`src/rtl/pem_pkg.sv`:
```
// Shared widths and handshake structs for the pulse energy meter.
// Used by the bit-serial divider and by the meter core; no dependencies.
package pem_pkg;

    localparam int AVG_DEPTH = 5;
    localparam int CNT_W     = 32;
    localparam int PPU_W     = 16;
    localparam int MILLI_W   = CNT_W + 10;
    localparam int FILL_W    = $clog2(AVG_DEPTH + 1);
    localparam int SLOT_W    = (AVG_DEPTH > 1) ? $clog2(AVG_DEPTH) : 1;
    localparam int SUM_W     = CNT_W + FILL_W;
    localparam int NUM_W     = (MILLI_W > SUM_W) ? MILLI_W : SUM_W;
    localparam int DEN_W     = PPU_W + CNT_W;
    localparam int STEP_W    = $clog2(NUM_W + 1);

    // Request to the divider: start pulse and number of quotient bits.
    typedef struct packed {
        logic              start;
        logic [STEP_W-1:0] steps;
    } t_div_ctl;

    // Divider status: busy while stepping, done for one cycle at the end.
    typedef struct packed {
        logic busy;
        logic done;
    } t_div_sts;

endpackage

```
`src/rtl/pem_serial_div.sv`:
```
// Restoring divider that produces one quotient bit per cycle.
// Depends on pem_pkg for widths and the control and status structs.
module pem_serial_div import pem_pkg::*; (
    input  logic             i_clk,
    input  logic             i_rst_n,
    input  t_div_ctl         i_ctl,
    input  logic [NUM_W-1:0] i_num,   // dividend, left-aligned to the step count
    input  logic [DEN_W-1:0] i_den,
    output t_div_sts         o_sts,
    output logic [NUM_W-1:0] o_quo
);

    logic [NUM_W-1:0]  r_quo;
    logic [DEN_W-1:0]  r_rem;
    logic [DEN_W-1:0]  r_den;
    logic [STEP_W-1:0] r_cnt;
    logic              r_busy;
    logic              r_done;

    logic [DEN_W:0]    trial;
    logic [DEN_W+1:0]  diff;
    logic              fits;
    logic [DEN_W-1:0]  n_rem;
    logic [NUM_W-1:0]  n_quo;

    // The next dividend bit enters the partial remainder from the top of the
    // quotient register, while the new quotient bit enters at the bottom.
    always_comb begin
        trial = {r_rem, r_quo[NUM_W-1]};
        diff  = {1'b0, trial} - {2'b00, r_den};
        fits  = ~diff[DEN_W+1];
        n_rem = fits ? diff[DEN_W-1:0] : trial[DEN_W-1:0];
        n_quo = {r_quo[NUM_W-2:0], fits};
    end

    always_ff @(posedge i_clk) begin
        if (!i_rst_n) begin
            r_busy <= 1'b0;
            r_done <= 1'b0;
        end else begin
            if (i_ctl.start) begin
                r_quo  <= i_num;
                r_rem  <= '0;
                r_den  <= i_den;
                r_cnt  <= i_ctl.steps;
                r_busy <= 1'b1;
                r_done <= 1'b0;
            end else if (r_busy) begin
                r_quo  <= n_quo;
                r_rem  <= n_rem;
                r_cnt  <= r_cnt - STEP_W'(1);
                r_done <= (r_cnt == STEP_W'(1));
                if (r_cnt == STEP_W'(1)) begin
                    r_busy <= 1'b0;
                end
            end else begin
                r_done <= 1'b0;
            end
        end
    end

    assign o_sts.busy = r_busy;
    assign o_sts.done = r_done;
    assign o_quo      = r_quo;

endmodule

```
`src/rtl/pulse_energy_meter_core.sv`:
```
// Each request is carried through in turn by three passes of one bit-serial divider (32, 42
// and 35 quotient bits); a new request is taken only after the previous result has been
// loaded into the output register.
// Reset: synchronous, active low; clears the pulse counter, period, last pulse time and the
// average window, and loads 1000 pulses per unit and a 500 ms lockout.
module pulse_energy_meter_core import pem_pkg::*; (
    input  logic         i_clk,
    input  logic         i_rst_n,
    // Configuration write port.
    input  logic         i_cfg_we,
    input  logic         i_cfg_addr,
    input  logic [15:0]  i_cfg_data,
    // Request stream.
    input  logic         i_s_axis_tvalid,
    output logic         o_s_axis_tready,
    input  logic [31:0]  i_s_axis_tdata,   // [31:0] now_ms
    input  logic [1:0]   i_s_axis_tuser,   // [1:0] opcode
    // Result stream.
    output logic         o_m_axis_tvalid,
    input  logic         i_m_axis_tready,
    output logic [159:0] o_m_axis_tdata,   // [31:0] pulse_count, [63:32] period_ms,
                                           // [95:64] power_watts, [127:96] total_milli_units,
                                           // [159:128] average_watts
    output logic         o_m_axis_tuser    // [0] accepted
);

    // Register indexes of the configuration port.
    localparam logic CFG_PPU     = 1'b0;
    localparam logic CFG_LOCKOUT = 1'b1;

    // Request opcodes. The unused fourth code behaves as a plain read.
    localparam logic [1:0] OP_PULSE  = 2'd0;
    localparam logic [1:0] OP_SAMPLE = 2'd2;

    // Energy constant: 3.6e9 watt-milliseconds per kilowatt-hour.
    localparam logic [CNT_W-1:0] WATT_NUM = 32'd3600000000;

    // Each request walks the states in order. The divider is started once for the
    // power estimate, once for the energy total and once for the running average.
    typedef enum logic [3:0] {
        S_IDLE,
        S_EVAL,
        S_MUL,
        S_WSTART,
        S_WWAIT,
        S_SAMPLE,
        S_TSTART,
        S_TWAIT,
        S_ASTART,
        S_AWAIT,
        S_DONE
    } t_state;

    t_state             r_state;
    logic [PPU_W-1:0]   r_ppu;
    logic [15:0]        r_lockout;
    logic [1:0]         r_op;
    logic [CNT_W-1:0]   r_now;
    logic [CNT_W-1:0]   r_last;
    logic [CNT_W-1:0]   r_period;
    logic [CNT_W-1:0]   r_count;
    logic [CNT_W-1:0]   r_tgt;
    logic               r_zero;
    logic [DEN_W-1:0]   r_den;
    logic [CNT_W-1:0]   r_power;
    logic [CNT_W-1:0]   r_total;
    logic [CNT_W-1:0]   r_avg;
    logic               r_acc;
    logic [CNT_W-1:0]   r_window [AVG_DEPTH];
    logic [SUM_W-1:0]   r_sum;
    logic [FILL_W-1:0]  r_fill;
    logic [SLOT_W-1:0]  r_slot;
    logic               r_out_valid;
    logic [159:0]       r_out_data;
    logic               r_out_user;

    logic [CNT_W-1:0]   elapsed_ms;
    logic [PPU_W-1:0]   ppu_eff;
    logic [NUM_W-1:0]   milli_num;
    t_div_ctl           div_ctl;
    t_div_sts           div_sts;
    logic [NUM_W-1:0]   div_num;
    logic [DEN_W-1:0]   div_den;
    logic [NUM_W-1:0]   div_quo;

    // Elapsed time wraps with the timestamp, so plain modular subtraction is right.
    assign elapsed_ms = r_now - r_last;

    // A zero pulses-per-unit setting is treated as one.
    assign ppu_eff = (r_ppu == '0) ? PPU_W'(1) : r_ppu;

    // count * 1000 as shifts: 1024 - 16 - 8.
    assign milli_num = (NUM_W'(r_count) << 10) - (NUM_W'(r_count) << 4)
                     - (NUM_W'(r_count) << 3);

    // Divider operands. Dividends are left-aligned so that the quotient ends up
    // in the low bits after the requested number of steps.
    always_comb begin
        div_ctl.start = 1'b0;
        div_ctl.steps = '0;
        div_num       = '0;
        div_den       = '0;
        case (r_state)
            S_WSTART: begin
                div_ctl.start = 1'b1;
                div_ctl.steps = STEP_W'(CNT_W);
                div_num       = NUM_W'(WATT_NUM) << (NUM_W - CNT_W);
                div_den       = r_den;
            end
            S_TSTART: begin
                div_ctl.start = 1'b1;
                div_ctl.steps = STEP_W'(NUM_W);
                div_num       = milli_num;
                div_den       = DEN_W'(ppu_eff);
            end
            S_ASTART: begin
                div_ctl.start = 1'b1;
                div_ctl.steps = STEP_W'(SUM_W);
                div_num       = NUM_W'(r_sum) << (NUM_W - SUM_W);
                div_den       = DEN_W'(r_fill);
            end
            default: begin
                div_ctl.start = 1'b0;
            end
        endcase
    end

    pem_serial_div u_div (
        .i_clk   (i_clk),
        .i_rst_n (i_rst_n),
        .i_ctl   (div_ctl),
        .i_num   (div_num),
        .i_den   (div_den),
        .o_sts   (div_sts),
        .o_quo   (div_quo)
    );

    // Configuration registers. Writes are to arrive only while the core is idle; the block itself does not enforce it.
    always_ff @(posedge i_clk) begin
        if (!i_rst_n) begin
            r_ppu     <= 16'd1000;
            r_lockout <= 16'd500;
        end else if (i_cfg_we) begin
            case (i_cfg_addr)
                CFG_PPU:     r_ppu     <= i_cfg_data;
                CFG_LOCKOUT: r_lockout <= i_cfg_data;
                default:     r_ppu     <= r_ppu;
            endcase
        end
    end

    // Sequencer, meter state and the output register. The output register lets a
    // new request in while the previous result still waits downstream.
    always_ff @(posedge i_clk) begin
        if (!i_rst_n) begin
            r_state     <= S_IDLE;
            r_out_valid <= 1'b0;
            r_last      <= '0;
            r_period    <= '0;
            r_count     <= '0;
            r_sum       <= '0;
            r_fill      <= '0;
            r_slot      <= '0;
            for (int k = 0; k < AVG_DEPTH; k++) begin
                r_window[k] <= '0;
            end
        end else begin
            // In the final state the output register is handled there alone.
            if (r_out_valid && i_m_axis_tready && (r_state != S_DONE)) begin
                r_out_valid <= 1'b0;
            end
            case (r_state)
                S_IDLE: begin
                    if (i_s_axis_tvalid) begin
                        r_op    <= i_s_axis_tuser;
                        r_now   <= i_s_axis_tdata;
                        r_state <= S_EVAL;
                    end
                end
                S_EVAL: begin
                    // Pick the period that the power estimate is based on. A pulse
                    // inside the lockout window leaves all pulse state untouched.
                    if (r_op == OP_PULSE) begin
                        if (elapsed_ms >= CNT_W'(r_lockout)) begin
                            r_acc    <= 1'b1;
                            r_count  <= r_count + CNT_W'(1);
                            r_period <= elapsed_ms;
                            r_last   <= r_now;
                            r_tgt    <= elapsed_ms;
                        end else begin
                            r_acc <= 1'b0;
                            r_tgt <= r_period;
                        end
                    end else begin
                        r_acc <= 1'b0;
                        if (r_period == '0) begin
                            r_tgt <= '0;
                        end else if (elapsed_ms < r_period) begin
                            r_tgt <= r_period;
                        end else begin
                            r_tgt <= elapsed_ms;
                        end
                    end
                    r_state <= S_MUL;
                end
                S_MUL: begin
                    r_den   <= DEN_W'(ppu_eff) * DEN_W'(r_tgt);
                    r_zero  <= (r_tgt == '0);
                    r_state <= S_WSTART;
                end
                S_WSTART: begin
                    r_state <= S_WWAIT;
                end
                S_WWAIT: begin
                    if (div_sts.done) begin
                        r_power <= r_zero ? '0 : div_quo[CNT_W-1:0];
                        r_state <= (r_op == OP_SAMPLE) ? S_SAMPLE : S_TSTART;
                    end
                end
                S_SAMPLE: begin
                    // Replace the oldest sample and keep the sum in step with it.
                    r_window[r_slot] <= r_power;
                    r_sum <= r_sum - SUM_W'(r_window[r_slot]) + SUM_W'(r_power);
                    r_slot <= (r_slot == SLOT_W'(AVG_DEPTH - 1)) ? '0
                                                                 : r_slot + SLOT_W'(1);
                    if (r_fill < FILL_W'(AVG_DEPTH)) begin
                        r_fill <= r_fill + FILL_W'(1);
                    end
                    r_state <= S_TSTART;
                end
                S_TSTART: begin
                    r_state <= S_TWAIT;
                end
                S_TWAIT: begin
                    if (div_sts.done) begin
                        // The total saturates when the quotient exceeds 32 bits.
                        r_total <= (div_quo[NUM_W-1:CNT_W] != '0) ? '1
                                                                  : div_quo[CNT_W-1:0];
                        r_state <= S_ASTART;
                    end
                end
                S_ASTART: begin
                    r_state <= S_AWAIT;
                end
                S_AWAIT: begin
                    if (div_sts.done) begin
                        r_avg   <= (r_fill == '0) ? '0 : div_quo[CNT_W-1:0];
                        r_state <= S_DONE;
                    end
                end
                S_DONE: begin
                    if (!r_out_valid || i_m_axis_tready) begin
                        r_out_valid <= 1'b1;
                        r_out_user  <= r_acc;
                        r_out_data  <= {r_avg, r_total, r_power, r_period, r_count};
                        r_state     <= S_IDLE;
                    end
                end
                default: begin
                    r_state <= S_IDLE;
                end
            endcase
        end
    end

    assign o_s_axis_tready = (r_state == S_IDLE);
    assign o_m_axis_tvalid = r_out_valid;
    assign o_m_axis_tdata  = r_out_data;
    assign o_m_axis_tuser  = r_out_user;

`ifndef SYNTHESIS
    a_div_start_free: assert property (@(posedge i_clk) disable iff (!i_rst_n)
        div_ctl.start |-> !div_sts.busy)
        else $error("divider started while still busy");

    a_count_step: assert property (@(posedge i_clk) disable iff (!i_rst_n)
        (r_state == S_EVAL) |=> (r_count == $past(r_count) + CNT_W'(r_acc)))
        else $error("pulse count moved without a counted pulse");

    a_fill_bound: assert property (@(posedge i_clk) disable iff (!i_rst_n)
        r_fill <= FILL_W'(AVG_DEPTH))
        else $error("average fill count beyond window depth");

    a_result_source: assert property (@(posedge i_clk) disable iff (!i_rst_n)
        $rose(r_out_valid) |-> ($past(r_state) == S_DONE))
        else $error("result raised outside the final state");
`endif

endmodule
```
`config.mk`:
```
export PLATFORM = sky130hd
export DESIGN_NAME = pulse_energy_meter_core
export DESIGN_NICKNAME = d
export VERILOG_FILES = /design/src/rtl/pem_pkg.sv /design/src/rtl/pem_serial_div.sv /design/src/rtl/pulse_energy_meter_core.sv
export SDC_FILE = /design/constraint.sdc
export NUM_CORES = 2
export LEC_CHECK = 0
export BUFFER_PORTS_ARGS = -buffer_cell sky130_fd_sc_hd__buf_2
export CORE_MARGIN = 4
export CORE_UTILIZATION = 58
export DETAILED_ROUTE_END_ITERATION = 10
export PLACE_DENSITY = 0.78
export RECOVER_POWER = 100
export SLEW_MARGIN = 25
export SYNTH_ARGS = -nofsm -noshare
export SYNTH_HDL_FRONTEND = slang
export SYNTH_SLANG_ARGS = --single-unit
```
`constraint.sdc`:
```
create_clock -name i_clk -period 6.43 [get_ports i_clk]
set_input_delay 0.643 -clock i_clk [delete_from_list [all_inputs] [get_ports i_clk]]
set_output_delay 0.643 -clock i_clk [all_outputs]
set_load 0.02 [all_outputs]
```
Yosys cells after proc, flatten, opt, wreduce, memory -nomap -nowiden:

Memories as Yosys holds them, arrays and structs flattened. A register that Yosys moved wholly into a read port is not among the register bits.
Cells that the tools add are included.

* RAM bits: 160
* word-level logic and storage cells: 134
* bits in registers: 693
* output and inout bits: 163
* memories kept: 1

* multiplexer cells: 39
* add/subtract/negate cells: 10
* $mul: 1
* reduce and logical (&&, ||, !) cells: 30
* equal/unequal tests: 19
* order comparisons: 3
* bitwise gates (word level): 4

Memories
* r_window: words 5, bits a word 32, read ports 1, clocked after memory_dff 1, wr ports 5, line pulse_energy_meter_core.sv:69 `logic [CNT_W-1:0] r_window [AVG_DEPTH];`

Operators by type and width (count)
* $mux 32: 5
* $pmux 48 s3: 1
* $pmux 42 s3: 1
* $mux 48: 2
* $mux 42: 2
* $logic_not 32->1: 2
* $sub 49x48->50: 1
* $mul 16x32->48: 1
* $pmux 4 s11: 1
* $sub 42x35->42: 1
* $sub 42x36->42: 1
* $add 35x32->35: 1
* $sub 35x32->35: 1
* $add 32x1->32 const B: 1
* $ge 32x16->1: 1
* $lt 32x32->1: 1
* $reduce_or 32->1: 1
* $sub 32x32->32: 1
* $mux 4: 5
* $pmux 6 s3: 1
* $reduce_and 3->1: 6
* $eq 4x3->1 const B: 4
* $logic_not 16->1: 1
* $mux 16: 1
* 28 further kinds: 63

Logic depth before layout (Yosys ltp):

* depth after elaboration: 6
* gate-level depth with buffers: 26
* mapped depth without buffers: 24

Cells and area by module:

A second synthesis with hierarchy kept.

* cells, all modules: 6005
* area, all modules: 64558.2 µm²

By module, submodules not included
* pulse_energy_meter_core: area an instance 55951.2 µm², seq. area each 22431.5 µm², instances 1, cells an instance 5203
* pem_serial_div: area an instance 8607.0 µm², seq. area each 4364.2 µm², instances 1, cells an instance 802

Worst setup path after synthesis:

OpenSTA, ideal clock, no wires.

* path type: register to register
* start: register r_ppu[7]
* end: register r_den[46], data pin
* data required time: 6.167 ns
* stages on the path, launching flop included: 26
* data arrival time: 6.568 ns
* path slack: -0.401 ns
* setup time: 0.263 ns
* buffers on the path: 2
* cell sequence: dfxtp_1 clkbuf_1 clkbuf_1 nand2_1 fa_1 inv_1 fa_1 inv_1 fa_1 inv_1 fa_1 fa_1 inv_1 fa_1 inv_1 ha_1 a21o_1 a211o_1 a21o_1 o21ai_0 o21ai_0 a211o_1 a21oi_1 o31ai_1 a311oi_1 xnor2_1

* cells in the longest elaborated chain, start to end: 3

Ends and longest elaborated chain
* start: declaration: line pulse_energy_meter_core.sv:55 `logic [PPU_W-1:0] r_ppu;`
* start signal: assignment: line pulse_energy_meter_core.sv:145 `CFG_PPU: r_ppu <= i_cfg_data;`
* start signal: assignment: line pulse_energy_meter_core.sv:147 `default: r_ppu <= r_ppu;`
* $logic_not 16->1: line pulse_energy_meter_core.sv:90 `assign ppu_eff = (r_ppu == '0) ? PPU_W'(1) : r_ppu;`
* $mux 16 *: line pulse_energy_meter_core.sv:90
* $mul 16x32->48 *: line pulse_energy_meter_core.sv:207 `r_den <= DEN_W'(ppu_eff) * DEN_W'(r_tgt);`
* end signal: assignment: line pulse_energy_meter_core.sv:207
* end: declaration: line pulse_energy_meter_core.sv:64 `logic [DEN_W-1:0] r_den;`

Every way passes the cells marked *; elsewhere a longest branch is shown, timed or not.
A chain may end at the register's enable or synchronous reset.

Final worst setup path:

* start: register r_tgt[5]
* end: register r_den[46], data pin

* cells in the longest elaborated chain, start to end: 1

Ends and longest elaborated chain
* start: declaration: line pulse_energy_meter_core.sv:62 `logic [CNT_W-1:0] r_tgt;`
* start signal: assignment: line pulse_energy_meter_core.sv:189 `r_tgt <= elapsed_ms;`
* start signal: assignment: line pulse_energy_meter_core.sv:192 `r_tgt <= r_period;`
* start signal: assignment: line pulse_energy_meter_core.sv:199 `r_tgt <= r_period;`
* $mul 16x32->48: line pulse_energy_meter_core.sv:207

Every way passes these cells.

==> run_results.csv <==
group,metric,value,unit
final_layout,nNetsFinal,7101,
sta,hold_violations,0,
synth,ys_warn_count,0,
final_layout,fin_area,72020,µm²
synth,synth_edf_count,773,
power_and_ir_drop,powerDensity,627.0,nW/µm²
critical_path,critPathTopFamily,"adder cells",
status,outcome,"finished, violations left",
synth,ys.flop_type,"edfxtp_1",
sta,setup_ws,0.02106,ns
critical_path,critPathMostFrequentCell,"fa_1",
route,drc_errors,0,
grt,grt_pass1_wl,263500,µm
sta,clock-skew-final,0.04300,ns
route,routedWlPerCell,21.65,µm
cts,path_clk_slew,0.06,ns
synth,netlist_instances,5912,
synth,yosys.area.top_type,"edfxtp_1",
floorplan,core_area,109500,µm²
power_and_ir_drop,vdd_drop_max,1.389,mV
critical_path,required,6.89,ns
synth,avgSynthCellArea,10.87,µm²
synth,yosysMostFrequentCell,"inv_1",
synth,synth_area,64240,µm²
placement,dpl-instance-area,68260,µm²
power_and_ir_drop,p_switching,0.01916,W
critical_path,critPathMaxFanout,7,
cts,cts.sinks,952,
sta,maxSlewViolCount,794,
route,vias,45980,
floorplan,start_util,58.69,%
critical_path,worstPathCellList,"buf_6, buf_12, and2_4, fa_1, inv_1, fa_1, fa_1, fa_1, inv_1, fa_1, fa_1, ha_4, a21o_1, a21oi_2, a2bb2oi_2, o41ai_4, o21ai_2, o21ai_2, a211o_1, a21oi_4, buf_6, o31ai_4, a311oi_2, xnor2_1",
grt,grt_pass1_vias,46460,
synth,ys_seq_area_share,41.71,%
floorplan,die_h,340.8,µm
critical_path,cpMaxStageDelayCell,"fa_1",
critical_path,crit_type,"reg -> reg",
final_layout,final_util,65.80,%
cts,h-tree-depth,3,
route,initialDrtViolationCount,4516,
critical_path,worst-path-buf-inv,5,
job,max_cap_viol_count,16,
synth,synth_top_area_share,36.13,%
route,drt-vias-per-instance,5.916,
route,dr.pass1.iters,8,
sta,whs,0.1144,ns
grt,grt_max_degree,164,
critical_path,end_kind,"flop",
cts,numCtsBuffers,99,
placement,io_buffers,218,
cts,clk_latency,0.71,ns
floorplan,dieArea,116100,µm²
power_and_ir_drop,pwr-share-comb,67.3,%
grt,antenna_found_initial,4,
cts,tritoncts,"done",
floorplan,die_x,340.8,µm
placement,dpl.hpwl,123400,µm
power_and_ir_drop,power.internal,0.02600,W
placement,gp_congestion,0.9590,
critical_path,critPathLaunchType,"flop",
synth,synth_fp_nets,6806,
placement,pre_cts_ws,-0.3140,ns
power_and_ir_drop,seq_power_share,19.1,%
sta,final.setup.tns,0,ns
cts,cts_buffer_depth,3,
synth,synthTopCellsByCount,"inv_1 (798), edfxtp_1 (773), nand2_1 (647), fa_1 (477), ha_1 (361)",
power_and_ir_drop,swShare,42.43,%
sta,rsz0062_at_grt,"yes",
synth,synthTopCellsByArea,"edfxtp_1 (36%), fa_1 (15%), ha_1 (7.0%), dfxtp_1 (5.6%), inv_1 (4.7%)",
route,wl,168300,µm
sta,max_freq,156.0,MHz
power_and_ir_drop,leakagePower,29.78,nW
grt,grt.overflow.total,0,
cts,cts_root_buffer,"clkbuf_16",
sta,fin_crit_sh,99.67,%
synth,ys_seq_elements,952,
floorplan,rows,121,
sta,worst_slew_pin_slew,3.107,ns
power_and_ir_drop,pwr-share-clk,13.6,%
grt,track_usage,28.89,%
final_layout,area_growth_syn_to_layout,12.12,%
final_layout,drive_gt1_share,11.37,%
synth,async_flop_share,0,%
critical_path,crit_arrival,6.87,ns
cts,hold_buffers,0,
sta,final.min_clock_period,6.409,ns
sta,max_slew_margin,-107.1,%
worst_hold_path,hold_path_class,"in -> reg",
status,violations,"max-capacitance violations, max-slew violations",
sta,setup_viol,0,
floorplan,num_io_pins,219,
route,drtAntennaViolNets,0,
critical_path,cpPeakStageDelay,0.55,ns
synth,synthDistinctLibCells,83,
[cells in the final DEF (no fill, tap or decap), types with 120 or more instances in the layout]
master    instances
inv_1           790
dfxtp_1         165
nand2_1         643
nor4_1          130
a21o_1          127
a21oi_1         220
nor2_1          148
nor2b_1         120
fa_1            469
buf_4           202
edfxtp_1        773
clkbuf_1        204
o21ai_0         131
and2_1          245
ha_1            352
[sequential cells by signal, summed over array words and instances, names as in the netlist, 4 cells and up, named ones only]
signal,flops
u_div.r_den,48
u_div.r_cnt,6
u_div.r_rem,48
r_ppu,16
r_last,32
r_state,4
r_power,32
r_lockout,16
r_den,48
r_period,32
r_tgt,32
r_count,32
u_div.o_quo,42
r_now,32
r_sum,35
r_avg,32
r_total,32
o_m_axis_tdata,160
r_window,256
[metrics by stage]
stage          total power [W]  instances
2_1_floorplan          0.02581       5912
6_report               0.04516       7771
3_3_place_gp           0.03416       7558
5_1_grt                0.04887       7767
4_1_cts                0.04276       7759
3_5_place_dp           0.03488       7561
[worst register-to-register path, stage by stage (launching register included)]
cell and delay (ns):
edfxtp_1 0.40, buf_6 0.15, buf_12 0.12, and2_4 0.15
fa_1 0.48, inv_1 0.05, fa_1 0.51, fa_1 0.47
fa_1 0.55, inv_1 0.05, fa_1 0.46, fa_1 0.54
ha_4 0.21, a21o_1 0.17, a21oi_2 0.18, a2bb2oi_2 0.21
o41ai_4 0.12, o21ai_2 0.18, o21ai_2 0.10, a211o_1 0.30
a21oi_4 0.17, buf_6 0.13, o31ai_4 0.08, a311oi_2 0.31
xnor2_1 0.09
[kinds of logic (layout without fill, tap and decap cells)]
| logic type | after synthesis | in the layout | share of synthesized area, % |
|---|---|---|---|
| other cells | 0 | 4 | 0 |
| buf+inv | 1097 | 1476 | 6.494 |
| flops | 952 | 952 | 41.71 |
| simple gates | 1761 | 1761 | 13.88 |
| xor+xnor | 178 | 178 | 2.427 |
| fa+ha+maj | 838 | 838 | 21.90 |
| mux | 165 | 165 | 3.888 |
| compound gates | 921 | 921 | 9.700 |
[final cells by class]
class,count,area [µm²]
Fill cell,8286,37440
Multi-Input combinational cell,3863,33780
Sequential cell,952,26820
Timing Repair Buffer,493,3080
Inverter,798,2995
Clock buffer,115,2601
Tap cell,1476,1847
Clock inverter,70,880.8
Antenna cell,4,10.01
[metal layers]
| metal | vias up | share of wire [%] | wire length (µm) | global-route usage [%] |
|---|---|---|---|---|
| met1 | 22600 | 40 | 66650 | 38.07 |
| met5 | - | 0 | 0 | 0 |
| met3 | 406 | 9.0 | 15090 | 6.224 |
| li1 | 20840 | - | - | - |
| met4 | 0 | 4.5 | 7639 | 11.35 |
| met2 | 2134 | 47 | 78900 | 47.10 |
[power groups by stage]
| stage | Sequential (W) | Combinational [W] | Clock, W |
|---|---|---|---|
| after floorplan | 0.00855 | 0.0173 | 0 |
| after global placement | 0.00872 | 0.0254 | 0 |
| after detailed placement | 0.00874 | 0.0261 | 0 |
| after CTS | 0.00861 | 0.0279 | 0.00622 |
| after global routing | 0.00866 | 0.0337 | 0.00649 |
| final | 0.00863 | 0.0304 | 0.00614 |
[final timing paths]
path	end	slack (ns)	start	cells past startpoint
hold / removal	r_now[29]	0.11	i_s_axis_tdata[29]	1
hold reg to reg	o_m_axis_tdata[139]	0.42	r_avg[11]	0
setup / recovery	r_den[46]	0.02	r_tgt[5]	24
setup reg to reg	r_den[46]	0.02	r_tgt[5]	24
[timing repair]
| action | CTS | global route |
|---|---|---|
| pin swaps | 30 | 48 |
| buffers inserted | 15 | 10 |
| gates resized for setup | 43 | 91 |
| cloned | 0 | 0 |
| setup endpoints to repair | 15 | 38 |
Power figures use the tool's default switching activity.
